**config.mk**
```make
export PLATFORM = sky130hd
export DESIGN_NAME = hid_report_descriptor_scan_unit
export DESIGN_NICKNAME = d
export VERILOG_FILES = /design/src/rtl/hrds_pkg.sv /design/src/rtl/hrds_parse_core.sv /design/src/rtl/hid_report_descriptor_scan_unit.sv
export SDC_FILE = /design/constraint.sdc
export NUM_CORES = 1
export LEC_CHECK = 0
export BUFFER_PORTS_ARGS = -buffer_cell sky130_fd_sc_hd__buf_2
export CAP_MARGIN = 10
export CORE_MARGIN = 2
export CORE_UTILIZATION = 58
export CTS_CLUSTER_SIZE = 20
export DETAILED_ROUTE_END_ITERATION = 10
export GPL_TIMING_DRIVEN = 0
export PLACE_DENSITY = 0.89
export SLEW_MARGIN = 20
export SYNTH_ARGS = -nofsm -noshare
export SYNTH_HDL_FRONTEND = slang
export SYNTH_SLANG_ARGS = --single-unit
```
**constraint.sdc**
```tcl
create_clock -name clock -period 5 [get_ports clock]
set_clock_uncertainty 0.05 [all_clocks]
set_input_delay 1 -clock clock [delete_from_list [all_inputs] [get_ports clock]]
set_output_delay 1 -clock clock [all_outputs]
set_load 0.01 [all_outputs]
```
**src/rtl/hrds_pkg.sv**
```systemverilog
// Shared constants and types for the HID report descriptor scan unit.
`timescale 1ns / 1ps

package hrds_pkg;

   localparam int DEPTH_BITS_DEFAULT = 8;

   localparam logic [7:0] LONG_PREFIX    = 8'hFE;
   localparam logic [7:0] TAG_MASK       = 8'hFC;
   localparam logic [7:0] TAG_COLLECTION = 8'hA0;
   localparam logic [7:0] TAG_END_COLL   = 8'hC0;
   localparam logic [7:0] TAG_REPORT_ID  = 8'h84;
   localparam logic [7:0] TAG_USAGE_PAGE = 8'h04;
   localparam logic [7:0] TAG_USAGE      = 8'h08;

   localparam int RSP_DATA_BITS = 40;

   typedef struct packed {
      logic [15:0] top_page;
      logic [15:0] usage;
      logic        has_report_ids;
      logic        truncated;
   } hrds_result_type;

endpackage

```
**src/rtl/hrds_parse_core.sv**
```systemverilog
// Byte-level item parser: phase, item assembly, depth and captured values.
`timescale 1ns / 1ps

module hrds_parse_core #(
   parameter int DEPTH_BITS = hrds_pkg::DEPTH_BITS_DEFAULT
) (
   input  logic                     clock,
   input  logic                     reset,
   input  logic                     step,
   input  logic [7:0]               data_byte,
   input  logic                     last,
   output hrds_pkg::hrds_result_type result
);

   typedef enum logic [1:0] {
      PH_PREFIX    = 2'd0,
      PH_DATA      = 2'd1,
      PH_LONG_LEN  = 2'd2,
      PH_LONG_SKIP = 2'd3
   } phase_type;

   phase_type             phase_ff, phase_in;
   logic [8:0]            bytes_left_ff, bytes_left_in;
   logic [7:0]            item_tag_ff, item_tag_in;
   logic [2:0]            item_size_ff, item_size_in;
   logic [15:0]           item_value_ff, item_value_in;
   logic [DEPTH_BITS-1:0] depth_ff, depth_in;
   logic [15:0]           top_page_ff, top_page_in;
   logic [15:0]           usage_ff, usage_in;
   logic                  report_id_ff, report_id_in;

   logic       do_apply;
   logic [2:0] data_index;

   always_comb begin
      phase_in      = phase_ff;
      bytes_left_in = bytes_left_ff;
      item_tag_in   = item_tag_ff;
      item_size_in  = item_size_ff;
      item_value_in = item_value_ff;
      depth_in      = depth_ff;
      top_page_in   = top_page_ff;
      usage_in      = usage_ff;
      report_id_in  = report_id_ff;
      do_apply      = 1'b0;
      data_index    = item_size_ff - bytes_left_ff[2:0];

      unique case (phase_ff)
         PH_PREFIX: begin
            if (data_byte == hrds_pkg::LONG_PREFIX) begin
               phase_in = PH_LONG_LEN;
            end else begin
               // size code 3 means four data bytes
               item_size_in  = (data_byte[1:0] == 2'd3) ? 3'd4 : {1'b0, data_byte[1:0]};
               item_tag_in   = data_byte & hrds_pkg::TAG_MASK;
               item_value_in = 16'd0;
               if (data_byte[1:0] == 2'd0) begin
                  do_apply = 1'b1;
               end else begin
                  bytes_left_in = {6'd0, item_size_in};
                  phase_in      = PH_DATA;
               end
            end
         end
         PH_DATA: begin
            // only the first two data bytes land in the kept 16 bits
            if (data_index == 3'd0) begin
               item_value_in = {item_value_ff[15:8], item_value_ff[7:0] | data_byte};
            end else if (data_index == 3'd1) begin
               item_value_in = {item_value_ff[15:8] | data_byte, item_value_ff[7:0]};
            end
            if (bytes_left_ff != 9'd0) begin
               bytes_left_in = bytes_left_ff - 9'd1;
            end
            if (bytes_left_in == 9'd0) begin
               do_apply = 1'b1;
               phase_in = PH_PREFIX;
            end
         end
         PH_LONG_LEN: begin
            // data bytes given by the length byte, plus the tag byte, still to skip
            bytes_left_in = {1'b0, data_byte} + 9'd1;
            phase_in      = PH_LONG_SKIP;
         end
         PH_LONG_SKIP: begin
            if (bytes_left_ff != 9'd0) begin
               bytes_left_in = bytes_left_ff - 9'd1;
            end
            if (bytes_left_in == 9'd0) begin
               phase_in = PH_PREFIX;
            end
         end
         default: begin
            phase_in = PH_PREFIX;
         end
      endcase

      if (do_apply) begin
         unique case (item_tag_in)
            hrds_pkg::TAG_COLLECTION: depth_in = depth_ff + DEPTH_BITS'(1);
            hrds_pkg::TAG_END_COLL:   depth_in = depth_ff - DEPTH_BITS'(1);
            hrds_pkg::TAG_REPORT_ID:  report_id_in = 1'b1;
            hrds_pkg::TAG_USAGE_PAGE: begin
               if (depth_ff == '0) top_page_in = item_value_in;
            end
            hrds_pkg::TAG_USAGE: begin
               if (depth_ff == '0) usage_in = item_value_in;
            end
            default: begin
            end
         endcase
      end

      result.top_page       = top_page_in;
      result.usage          = usage_in;
      result.has_report_ids = report_id_in;
      result.truncated      = (phase_in == PH_DATA);
   end

   always_ff @(posedge clock) begin
      if (reset) begin
         phase_ff      <= PH_PREFIX;
         bytes_left_ff <= 9'd0;
         item_tag_ff   <= 8'd0;
         item_size_ff  <= 3'd0;
         item_value_ff <= 16'd0;
         depth_ff      <= '0;
         top_page_ff   <= 16'd0;
         usage_ff      <= 16'd0;
         report_id_ff  <= 1'b0;
      end else if (step) begin
         if (last) begin
            // descriptor done: start the next one from scratch
            phase_ff      <= PH_PREFIX;
            bytes_left_ff <= 9'd0;
            item_tag_ff   <= 8'd0;
            item_size_ff  <= 3'd0;
            item_value_ff <= 16'd0;
            depth_ff      <= '0;
            top_page_ff   <= 16'd0;
            usage_ff      <= 16'd0;
            report_id_ff  <= 1'b0;
         end else begin
            phase_ff      <= phase_in;
            bytes_left_ff <= bytes_left_in;
            item_tag_ff   <= item_tag_in;
            item_size_ff  <= item_size_in;
            item_value_ff <= item_value_in;
            depth_ff      <= depth_in;
            top_page_ff   <= top_page_in;
            usage_ff      <= usage_in;
            report_id_ff  <= report_id_in;
         end
      end
   end

endmodule

```
**src/rtl/hid_report_descriptor_scan_unit.sv**
```systemverilog
// Top level of the HID report descriptor scan unit.
// Accepts one descriptor byte per cycle while the input is not stalled, with
// tlast on the final byte, and returns one summary item per descriptor:
// top-level usage page and usage, a numbered-reports flag and a flag for a
// short item cut off by the end. Each byte is taken into an input register
// and parsed in the next cycle, later for a last byte held by the stall; the
// summary waits in a result register until taken. The input side keeps taking
// bytes while a summary waits, and stalls only when a last byte is ready to
// parse and the previous summary has not yet been taken. Long items are
// skipped; DEPTH_BITS sets the width of the wrapping collection depth counter.
`timescale 1ns / 1ps

module hid_report_descriptor_scan_unit #(
   parameter int DEPTH_BITS = hrds_pkg::DEPTH_BITS_DEFAULT
) (
   input  logic                               clock,
   input  logic                               reset,
   input  logic                               req_tvalid,
   output logic                               req_tready,
   input  logic [7:0]                         req_tdata,   // data_byte
   input  logic                               req_tlast,
   output logic                               rsp_tvalid,
   input  logic                               rsp_tready,
   // top_page[15:0], usage[31:16], has_report_ids[32], truncated[33], zero fill
   output logic [hrds_pkg::RSP_DATA_BITS-1:0] rsp_tdata
);

   logic       in_valid_ff, in_valid_in;
   logic [7:0] in_byte_ff;
   logic       in_last_ff;
   logic       rsp_valid_ff, rsp_valid_in;
   hrds_pkg::hrds_result_type rsp_data_ff, core_result;

   logic out_free;
   logic advance;
   logic req_accept;

   assign out_free   = !rsp_valid_ff || rsp_tready;
   assign advance    = in_valid_ff && (!in_last_ff || out_free);
   assign req_tready = !in_valid_ff || advance;
   assign req_accept = req_tvalid && req_tready;

   always_comb begin
      in_valid_in = in_valid_ff;
      if (req_accept) begin
         in_valid_in = 1'b1;
      end else if (advance) begin
         in_valid_in = 1'b0;
      end
      rsp_valid_in = rsp_valid_ff;
      if (advance && in_last_ff) begin
         rsp_valid_in = 1'b1;
      end else if (rsp_tready) begin
         rsp_valid_in = 1'b0;
      end
   end

   hrds_parse_core #(
      .DEPTH_BITS (DEPTH_BITS)
   ) u_parse (
      .clock     (clock),
      .reset     (reset),
      .step      (advance),
      .data_byte (in_byte_ff),
      .last      (in_last_ff),
      .result    (core_result)
   );

   always_ff @(posedge clock) begin
      if (reset) begin
         in_valid_ff  <= 1'b0;
         rsp_valid_ff <= 1'b0;
      end else begin
         in_valid_ff  <= in_valid_in;
         rsp_valid_ff <= rsp_valid_in;
      end
      if (req_accept) begin
         in_byte_ff <= req_tdata;
         in_last_ff <= req_tlast;
      end
      if (advance && in_last_ff) begin
         rsp_data_ff <= core_result;
      end
   end

   assign rsp_tvalid = rsp_valid_ff;
   assign rsp_tdata  = {6'd0, rsp_data_ff.truncated, rsp_data_ff.has_report_ids,
                        rsp_data_ff.usage, rsp_data_ff.top_page};

endmodule

```
* After elaboration in Yosys (flattened, before gate mapping)
Cells that the tools add are included.
Word-level totals: memories kept 0, bits of input ports 13, bits in latches 0, bits in writable memories 0, flip-flop bits (word level) 124, ROM bits 0, logic and storage cells 110, output and inout port bits 42
Operators by class: bitwise operators 2, $lt $le $gt $ge 0, reduce and logical (&&, ||, !) cells 24, muxes and demuxes 47, shift operators 0, multiply operators 0, equal/unequal tests 15, div/mod/pow operators 0, add/sub/neg operators 5
Operators by type and width (count):
- $mux W16 | 12
- $mux W9 | 6
- $mux W8 | 5
- $pmux W9 S4 | 1
- $eq A8 B8 Y1 const B | 4
- $pmux W16 S2 | 1
- $logic_not A9 Y1 | 2
- $or A8 B8 Y8 | 2
- $pmux W8 S2 | 1
- $mux W3 | 4
- $mux W1 | 10
- $mux W2 | 5
- $add A8 B1 Y9 const B | 1
- $reduce_and A3 Y1 | 3
- $reduce_bool A9 Y1 | 1
- $sub A9 B1 Y9 const B | 1
- $add A8 B1 Y8 const B | 1
- $eq A8 B3 Y1 const B | 1
- $eq A8 B4 Y1 const B | 1
- $logic_not A8 Y1 | 1
- $pmux W2 S4 | 1
- $reduce_bool A2 Y1 | 4
- $sub A8 B1 Y8 const B | 1
- $eq A2 B2 Y1 const B | 3
- other kinds (12) | 21

* Logic depth before layout (Yosys ltp)
Gate-level depths: netlist of the first run.
depth after elaboration 9, mapped depth 14, gate-level depth less buffers 14

* Modules after synthesis
Synthesis of the first run repeated with hierarchy kept, for this count alone.
Second synthesis, totals: cell total of the unflattened synthesis 569, area total of the unflattened synthesis 6062.1 um^2
By module, submodules not included:
- hrds_parse_core | area an instance 4618.2 um^2, seq. area each 1581.5 um^2, instances 1, cells each 507
- hid_report_descriptor_scan_unit | area an instance 1443.9 um^2, seq. area each 1331.3 um^2, instances 1, cells each 62

* Least setup slack after synthesis of the first run
No wires, ideal clock.
kind register to register, start reg in_byte_ff[0], end reg u_parse.depth_ff[7], stages on the path, launching flop included 15, library setup time 0.058 ns, arrival time 4.017 ns, slack 0.875 ns, clock period less this slack 4.125 ns, required time 4.892 ns, path buffers 0, cells stage by stage edfxtp_1 inv_1 ha_1 nand3_1 o21a_1 o32ai_1 nor4b_1 ha_1 a21o_1 a211oi_1 o21ai_0 o211ai_1 xnor2_1 nor4bb_1 o22a_1
On the way: longest elaborated chain between the ends 7, elaborated cells between the ends (all ways) 15, classes of those cells eq/ne: 3; mux: 8; reduce/logical: 4
RTL lines:
- from (decl) | line hid_report_descriptor_scan_unit.sv:29 | logic [7:0] in_byte_ff;
- from (signal assigned) | line hid_report_descriptor_scan_unit.sv:78 | in_byte_ff <= req_tdata;
- $eq A8 B8 Y1 | line hrds_parse_core.sv:50 | if (data_byte == hrds_pkg::LONG_PREFIX) begin
- $mux W8 | line hrds_parse_core.sv:50
- $mux W8 | line hrds_parse_core.sv:48 | unique case (phase_ff)
- $eq A8 B8 Y1 | line hrds_parse_core.sv:99 | unique case (item_tag_in)
- $pmux W8 S2 | line hrds_parse_core.sv:99
- $mux W8 | line hrds_parse_core.sv:98 | if (do_apply) begin
- $mux W8 | line hrds_parse_core.sv:132 | if (last) begin
- to (signal assigned) | line hrds_parse_core.sv:149 | depth_ff <= depth_in;
- to (decl) | line hrds_parse_core.sv:27 | logic [DEPTH_BITS-1:0] depth_ff, depth_in;
Several ways; a longest one is shown, not always the timed one. The select of a mux whose other input is x is not followed. A chain may end at the register's enable or synchronous reset.

* Final worst setup path of the first run
Ends and elaborated chain as after synthesis.

==> metrics.md, run 1 <==
| Metric | Value |
|---|---|
| Status | finished, final reports clean |
| Register bit total from synthesis | 124 |
| Setup Fix Bufs, Post-CTS | 0 |
| Slew Viols, Final | 0 |
| Post-synth top area share | approximately 27% |
| Unrepaired setup endpoints after global routing | no |
| Synth async-reset ratio | 0% |
| Synthesized area | slightly below 6000 sq um |
| Crit path cell chain | inv_1, ha_1, nand3_1, o21a_1, o32ai_1, nor4b_2, buf_2, ha_1, a21o_1, a211oi_1, o21ai_0, o211ai_1, xnor2_1, nor4bb_1, o22a_1 |
| Max stage delay cell, worst path | edfxtp_1 |
| Area Overhead vs Synth | 18.7% |
| CTS root buf | clkbuf_8 |
| Initial Util | between 60% and 70% |
| Core Box Area | ~10000 sq um |
| Post-synth EDFFs | between 40 and 50 |
| Worst hold slack | ~0.42 ns |
| Overall Global Routing Usage | roughly 28% |
| Wire length per cell | a little under 20 um |
| Vias | approximately 4,800 |
| # hold bufs at CTS | 0 |
| Layout cell share with drive strength beyond 1 | ~19% |
| Unique masters post-synth | 68 |
| Port Buf Inserts | 48 |
| Reg power frac | 42.3% |
| Initial antenna violation count | 0 |
| Num ports | 55 |
| CP Launch Type | register |
| Non-Filler Instances | 768 |
| Grt ovf | 0 |
| Routed WL | about 15,000 um |
| Post-route ant nets | 0 |
| Drt first pass iters | 6 |
| Nets | 650 |
| Synth top cells by count | dfxtp_1 (81), nor2_1 (58), a22o_1 (46), edfxtp_1 (43), mux2_1 (32) |
| Critical Path AT | 4.89 ns |
| Vias in the first global route | 4,955 |
| Antenna cells | 0 |
| Critical Path Most Common Cell | ha_1 |
| Clock power share | roughly 50% |
| Crit path max fanout | 8 |
| Compound-cell area share of the yosys netlist | 20.5% |
| Max incr delay on CP | ~0.57 ns |
| Worst path required time | 5.42 ns |
| CP endpoint kind | register |
| Max-slew headroom | 34.7% |
| Placed Instances | 736 |
| Synth Area in XOR/XNOR | between 2 and 3% |
| Worst vdd ir | 218 uV |
| Largest net degree at the start of global routing | 25 |
| Tmin final | ~4.5 ns |
| Tcrit/Tclk final | roughly nine tenths |
| Pwr Density | around 360 nW/um^2 |
| Mapped Cells | approximately 550 |
| Leak Pwr | ~2.8 nW |
| Main flop type after synthesis | dfxtp_1 |
| Largest family of logic cells by synthesized area | compound AO/OA/AOI/OAI gates |
| Combinational share of power | 7.0% |
| Post-synth top area cell | dfxtp_1 |
| Final setup viols | 0 |
| Pint | approximately 1.9 mW |
| Mux cell area share after synthesis | under 10% |
| Avg Cell Area, Syn | around 11 sq um |
| CTS tree | yes |
| Actual slew at the worst max-slew pin | 0.975 ns |
| Simple-gate share of the synthesized area | 12.0% |
| Most area-consuming cells after synthesis | dfxtp_1 (27%), edfxtp_1 (22%), a22o_1 (6.8%) |
| Post-DR vias/cell | approximately 6.3 |
| Crit Path Class | register to register |
| NetSw | 596 uW |
| Worst hold path class | register to register |
| Yosys Warn Count | 0 |
| Chip Height | about 100 um |
| Final Hold Fails | 0 |
| Clk_lat worst skew | 0.53 ns |
| Drt drc | 0 |
| Final worst slack | between 0.5 and 0.6 ns |
| CTS buffer count | 17 |
| H-tree lvl count | 4 |
| Bufs on Longest Clock Path | 2 |
| Sequential fraction of the synthesis area | 49.4% |
| Top-count cell post-synth | dfxtp_1 |
| Die Footprint | 11,000 sq um |
| Row count | 36 |
| Placer Congestion | 0.945 |
| Clock tree sinks | about 120 |
| FMAX | 224 MHz |
| Post-cts resize count | 0 |
| Switching share of power | about a quarter |
| Place WS | roughly 0.75 ns |
| Reg clk slew, reported paths | about 0.06 ns |
| Starting DRT DRC Count | 406 |
| Max Cap Viol | 0 |
| Synth Area in Adders | around 3.4% |
| DP HPWL | 10,000 um |
| Die Span X | approximately 100 um |
| First-pass GRT wire length | roughly 24,000 um |
| Register-to-register path setup slack | between 0.5 and 0.6 ns |
layout make-up:
| class | count | area (sq um) |
|---|---|---|
| repair buffers | 50 | 273 |
| clock inverters | 12 | 160 |
| fillers | 691 | 2820 |
| flip-flops and latches | 124 | 2910 |
| clock buffers | 20 | 455 |
| multi-input cells | 369 | 2710 |
| inverters | 15 | 56.3 |
| well taps | 133 | 166 |
| plain buffers | 45 | 262 |
through the flow:
stage / util [%] / setup TNS, ns / cell area, sq um / power (mW)
6_report: 71.3 / 0 / 7000 / 2.51
5_1_grt: 71.3 / 0 / 7000 / 2.58
4_1_cts: 71.2 / 0 / 6990 / 2.51
3_5_place_dp: 64.9 / 0 / 6370 / 1.26
3_3_place_gp: 64.4 / -0.0849 / 6320 / 1.25
2_1_floorplan: - / 0 / 5920 / 1.20
final timing paths:
| kind | from | endpoint | cells past startpoint |
|---|---|---|---|
| worst max-delay path | in_byte_ff[0] | u_parse.depth_ff[7] | 15 |
| worst min-delay path | u_parse.top_page_ff[15] | u_parse.top_page_ff[15] | 2 |
| worst max register to register | in_byte_ff[0] | u_parse.depth_ff[7] | 15 |
| worst min register to register | u_parse.top_page_ff[15] | u_parse.top_page_ff[15] | 2 |
worst max-delay path, delay by kind of cell, from the launching register on:
kind / cells / cell delay, ns
AOI/OAI and AO/OA: 7 / 1.77
and+or+nand+nor: 3 / 0.81
DFF: 1 / 0.57
adders and majority gates: 2 / 0.56
buffers and inverters: 2 / 0.44
xor gates and xnor gates: 1 / 0.18
kinds of logic after synthesis:
| logic type | Yosys count |
|---|---|
| AOI/OAI and AO/OA | 159 |
| adders and majority gates | 15 |
| DFF | 124 |
| xor gates and xnor gates | 18 |
| and+or+nand+nor | 137 |
| buffers and inverters | 60 |
| muxes | 34 |
| other | 1 |
registers in the layout, summed over array words and instances, names as in the netlist, 2 cells and up:
name and cells:
u_parse.item_tag_ff 8, u_parse.bytes_left_ff 9, u_parse.item_size_ff 3, u_parse.depth_ff 8, u_parse.item_value_ff 16, u_parse.usage_ff 16, u_parse.top_page_ff 16, rsp_tdata 34
in_byte_ff 8, u_parse.phase_ff 2
routing by layer:
layer / track usage [%] / up-vias / part of all wire [%]
li1: - / 2204 / -
met2: 48.1 / 258 / 50
met4: 13.8 / 0 / 2.9
met5: 0 / - / 0
met1: 33.1 / 2328 / 40
met3: 7.17 / 57 / 6.9
power groups by stage:
stage	Combinational [mW]	Clock (mW)	Sequential, mW
finish	0.177	1.27	1.06
detailed placement	0.171	0	1.08
global route	0.191	1.32	1.06
global placement	0.163	0	1.09
floorplan	0.118	0	1.08
CTS	0.173	1.27	1.06
layout by cell type (no fill, tap or decap), types with 4 or more instances in the layout:
cell        instances
conb_1              6
buf_2              51
nand2_1            16
xnor2_1            10
clkbuf_8            4
xor2_1              8
edfxtp_1           43
inv_1              15
a31oi_1             5
nor2b_1             4
buf_6               8
nand3_1            13
ha_1               13
o2bb2ai_1           6
dfxtp_1            81
clkbuf_16          16
a22o_1             46
o21ai_0            15
a22oi_1            26
a21oi_1            24
nor3_1             11
buf_4               8
mux2_1             32
clkbuf_1           25
clkinvlp_4          4
nor2_1             57
a211oi_1            4
Power figures use the tool's default switching activity.
==> inputs of run 2 (changes only) <==
Settings changed: CAP_MARGIN 10 to 20, SYNTH_HIERARCHICAL set to 1.
==> metrics.md, run 2 <==
| Metric | Value |
|---|---|
| CP endpoint | u_parse/depth_ff[7] (was u_parse.depth_ff[7]) |
| FMAX | 214 MHz (was 224 MHz) |
| Tmin final | 4.67 ns (was 4.47 ns) |
| CTS buffer count | 17 (unchanged) |
| Critical Path AT | 4.98 ns (was 4.89 ns) |
| Clk_lat worst skew | 0.52 ns (was 0.53 ns) |
| CP endpoint kind | register (unchanged) |
| Post-synth top area share | 26.7% (was 27.5%) |
| Worst path required time | 5.32 ns (was 5.42 ns) |
| Area Overhead vs Synth | 17.7% (was 18.7%) |
| Actual slew at the worst max-slew pin | 0.807 ns (was 0.975 ns) |
| Bufs on Longest Clock Path | 2 (unchanged) |
| Clock tree sinks | 124 (unchanged) |
| Tcrit/Tclk final | 93.3% (was 89.4%) |
| DP HPWL | 9980 um (was 10,000 um) |
| Post-DR vias/cell | 6.26 (was 6.31) |
| Post-synth EDFFs | 43 (unchanged) |
| Non-Filler Instances | 791 (was 768) |
| Commonest non-fill, non-tap cell in the layout | dfxtp_1 (unchanged) |
| Slew Viols, Final | 0 (unchanged) |
| Commonest non-fill, non-tap cells in the layout | dfxtp_1 (81), nor2_1 (56), buf_2 (50) (was dfxtp_1 (81), nor2_1 (57), buf_2 (51)) |
| Combinational share of power | 6.4% (was 7.0%) |
| Port Buf Inserts | 48 (unchanged) |
| Initial antenna violation count | 0 (unchanged) |
| Worst vdd ir | 271 uV (was 218 uV) |
| Vias in the first global route | 4,846 (was 4,955) |
| Avg Cell Area, Syn | 10.7 sq um (was 10.8 sq um) |
| Placer Congestion | 0.920 (was 0.945) |
| Die Span X | 106 um (was 105 um) |
| Drt first pass iters | 7 (was 6) |
| Pint | 1.88 mW (was 1.92 mW) |
| Grt ovf | 0 (unchanged) |
| Final setup viols | 0 (unchanged) |
| Post-synth top area cell | dfxtp_1 (unchanged) |
| Placed Instances | 759 (was 736) |
| First-pass GRT wire length | 24,400 um (was 24,300 um) |
| Largest register FFs | 34 (unchanged) |
| Switching share of power | 24.2% (was 23.7%) |
| Overall Global Routing Usage | 27.8% (was 28.2%) |
| Vias | 4,950 (was 4,847) |
| # hold bufs at CTS | 0 (unchanged) |
| Nets | 670 (was 650) |
| CTS tree | yes (unchanged) |
| Status | finished, final reports clean (unchanged) |
| Clock power share | 50.5% (was 50.6%) |
| Reg power frac | 43.1% (was 42.3%) |
| CP Launch Type | register (unchanged) |
| Num ports | 55 (unchanged) |
| Routed WL | 15,100 um (was 15,000 um) |
| Met1 wire length | 5940 um (was 5990 um) |
| Synth top cells by count | dfxtp_1 (81), nor2_1 (57), a22o_1 (48), edfxtp_1 (43), a21oi_1 (32) (was dfxtp_1 (81), nor2_1 (58), a22o_1 (46), edfxtp_1 (43), mux2_1 (32)) |
| Worst hold path class | register to register (unchanged) |
| Max-slew headroom | 46.0% (was 34.7%) |
| Pwr Density | 347 nW/um^2 (was 359 nW/um^2) |
| Mapped Cells | 569 (was 548) |
| Met3 WL | 1210 um (was 1040 um) |
| Most area-consuming cells after synthesis | dfxtp_1 (27%), edfxtp_1 (21%), a22o_1 (6.9%) (was dfxtp_1 (27%), edfxtp_1 (22%), a22o_1 (6.8%)) |
| Die Footprint | 11,300 sq um (was 11,000 sq um) |
| Worst setup path startpoint | in_byte_ff[0] (unchanged) |
| Drt drc | 0 (unchanged) |
| Unique masters post-synth | 68 (unchanged) |
| Fillers | 724 (was 691) |
| Sequential fraction of the synthesis area | 48.0% (was 49.4%) |
| Setup TNS | 0 ns (unchanged) |
| Yosys Warn Count | 6 (was 0) |
| Crit path max fanout | 10 (was 8) |
| Synth async-reset ratio | 0% (unchanged) |
| Register bit total from synthesis | 124 (unchanged) |
| Leak Pwr | 2.95 nW (was 2.83 nW) |
| Wire length per cell | 19.1 um (was 19.5 um) |
| NetSw | 597 uW (was 596 uW) |
| Crit Path Class | register to register (unchanged) |
| Unrepaired setup endpoints after global routing | no (unchanged) |
| Met2 WL | 7650 um (was 7510 um) |
| Reg2Reg Launch Point | in_byte_ff[0] (unchanged) |
| Layout cell share with drive strength beyond 1 | 22.6% (was 18.6%) |
| Starting DRT DRC Count | 403 (was 406) |
| Row count | 37 (was 36) |
| Cell Area, Placed | 6530 sq um (was 6370 sq um) |
| H-tree lvl count | 4 (unchanged) |
| Final non-filler cell area | 7130 sq um (was 7000 sq um) |
| Synthesized area | 6060 sq um (was 5900 sq um) |
| Core Box Area | 10,200 sq um (was 9820 sq um) |
| Max Cap Viol | 0 (unchanged) |
| Reg-to-Reg End | u_parse/depth_ff[7] (was u_parse.depth_ff[7]) |
| Post-route ant nets | 0 (unchanged) |
| Max layer used | met4 (unchanged) |
| Largest net degree at the start of global routing | 33 (was 25) |
| Reg2Reg Depth | 17 (was 15) |
| Antenna cells | 0 (unchanged) |
| Register-to-register path setup slack | 0.33 ns (was 0.53 ns) |
| Main flop type after synthesis | dfxtp_1 (unchanged) |
| CTS root buf | clkbuf_8 (unchanged) |
| Chip Height | 106 um (was 105 um) |
| Final Hold Fails | 0 (unchanged) |
| Reg clk slew, reported paths | 0.06 ns (about the same) |
| Initial Util | 59.3% (was 60.1%) |
| Top-count cell post-synth | dfxtp_1 (unchanged) |
## run 2: changes by cell type after synthesis, moves of 5 or more
cell,previous run,this run
mux2_1,32,0
o2bb2ai_1,6,0
a21oi_1,24,32
o21ai_0,15,20
mux2_2,0,14
mux2_4,1,20
## run 2: logic make-up after synthesis
family,count (synthesis),synth area share [%]
AOI/OAI and AO/OA,162,19.1
xor gates and xnor gates,18,2.60
adders and majority gates,15,3.34
buffers and inverters,58,4.99
DFF,124,48.0
muxes,36,7.88
other,1,0.0619
and+or+nand+nor,155,14.0
## run 2: area by class of cell
cell class	instances	area (sq um)	share of cell area, %
Sequential cell	124	2910	40.8
Multi-Input combinational cell	392	2890	40.4
Clock buffer	18	418	5.86
Timing Repair Buffer	49	260	3.65
Buffer	43	248	3.47
Clock inverter	14	184	2.58
Tap cell	136	170	2.39
Inverter	15	56.3	0.789
## run 2: repair_timing
| item | in CTS | in global routing |
|---|---|---|
| endpoints found under the setup margin | 0 | 1 |
| buffers inserted | 0 | 0 |
| gates resized for setup | 0 | 2 |
## run 2: how the worst min path moves through the flow
| stage | end | slack (ns) | depth (start not counted) | startpoint |
|---|---|---|---|---|
| after floorplan | u_parse/usage_ff[15] | 0.39 | 1 | u_parse/usage_ff[15] |
| after global placement | u_parse/top_page_ff[15] | 0.41 | 1 | u_parse/top_page_ff[15] |
| after detailed placement | u_parse/usage_ff[3] | 0.41 | 1 | u_parse/usage_ff[3] |
| after CTS | u_parse/top_page_ff[4] | 0.43 | 1 | u_parse/top_page_ff[4] |
| after global routing | u_parse/usage_ff[8] | 0.45 | 1 | u_parse/usage_ff[8] |
| final | u_parse/top_page_ff[6] | 0.43 | 1 | u_parse/top_page_ff[6] |
## run 2: worst max-delay path: stages, from the launching register on
cell and delay [ns]:
edfxtp_1 0.54, inv_1 0.18, ha_1 0.27, and3_1 0.24
a21o_1 0.22, clkbuf_2 0.30, mux2i_1 0.29, nand4_1 0.20
inv_1 0.30, ha_1 0.30, a21o_1 0.18, a21oi_1 0.21
o21ai_0 0.18, o41ai_1 0.35, xor2_1 0.27, a31oi_1 0.12
o21ai_0 0.22, a21oi_1 0.10
## run 2: per-layer routing
| layer | track usage (%) | vias up |
|---|---|---|
| li1 | - | 2271 |
| met1 | 31.8 | 2377 |
| met2 | 48.6 | 264 |
| met3 | 8.95 | 38 |
| met4 | 9.96 | 0 |
| met5 | 0 | - |
## run 2: power groups by stage
stage,logic (mW),registers [mW],clock network (mW)
CTS,0.152,1.07,1.26
floorplan,0.103,1.09,0
detailed placement,0.150,1.09,0
global placement,0.143,1.09,0
finish,0.157,1.07,1.25
global route,0.169,1.07,1.31
## run 2: per-stage QoR
stage / util, % / power (mW) / hold slack [ns] / worst slack, ns
6_report: 69.7 / 2.47 / 0.431 / 0.334
5_1_grt: 69.7 / 2.55 / 0.449 / 0.0850
4_1_cts: 69.7 / 2.48 / 0.431 / 0.234
3_5_place_dp: 63.8 / 1.24 / 0.412 / 0.376
3_3_place_gp: 63.4 / 1.23 / 0.407 / 0.543
2_1_floorplan: - / 1.19 / 0.393 / 1.29
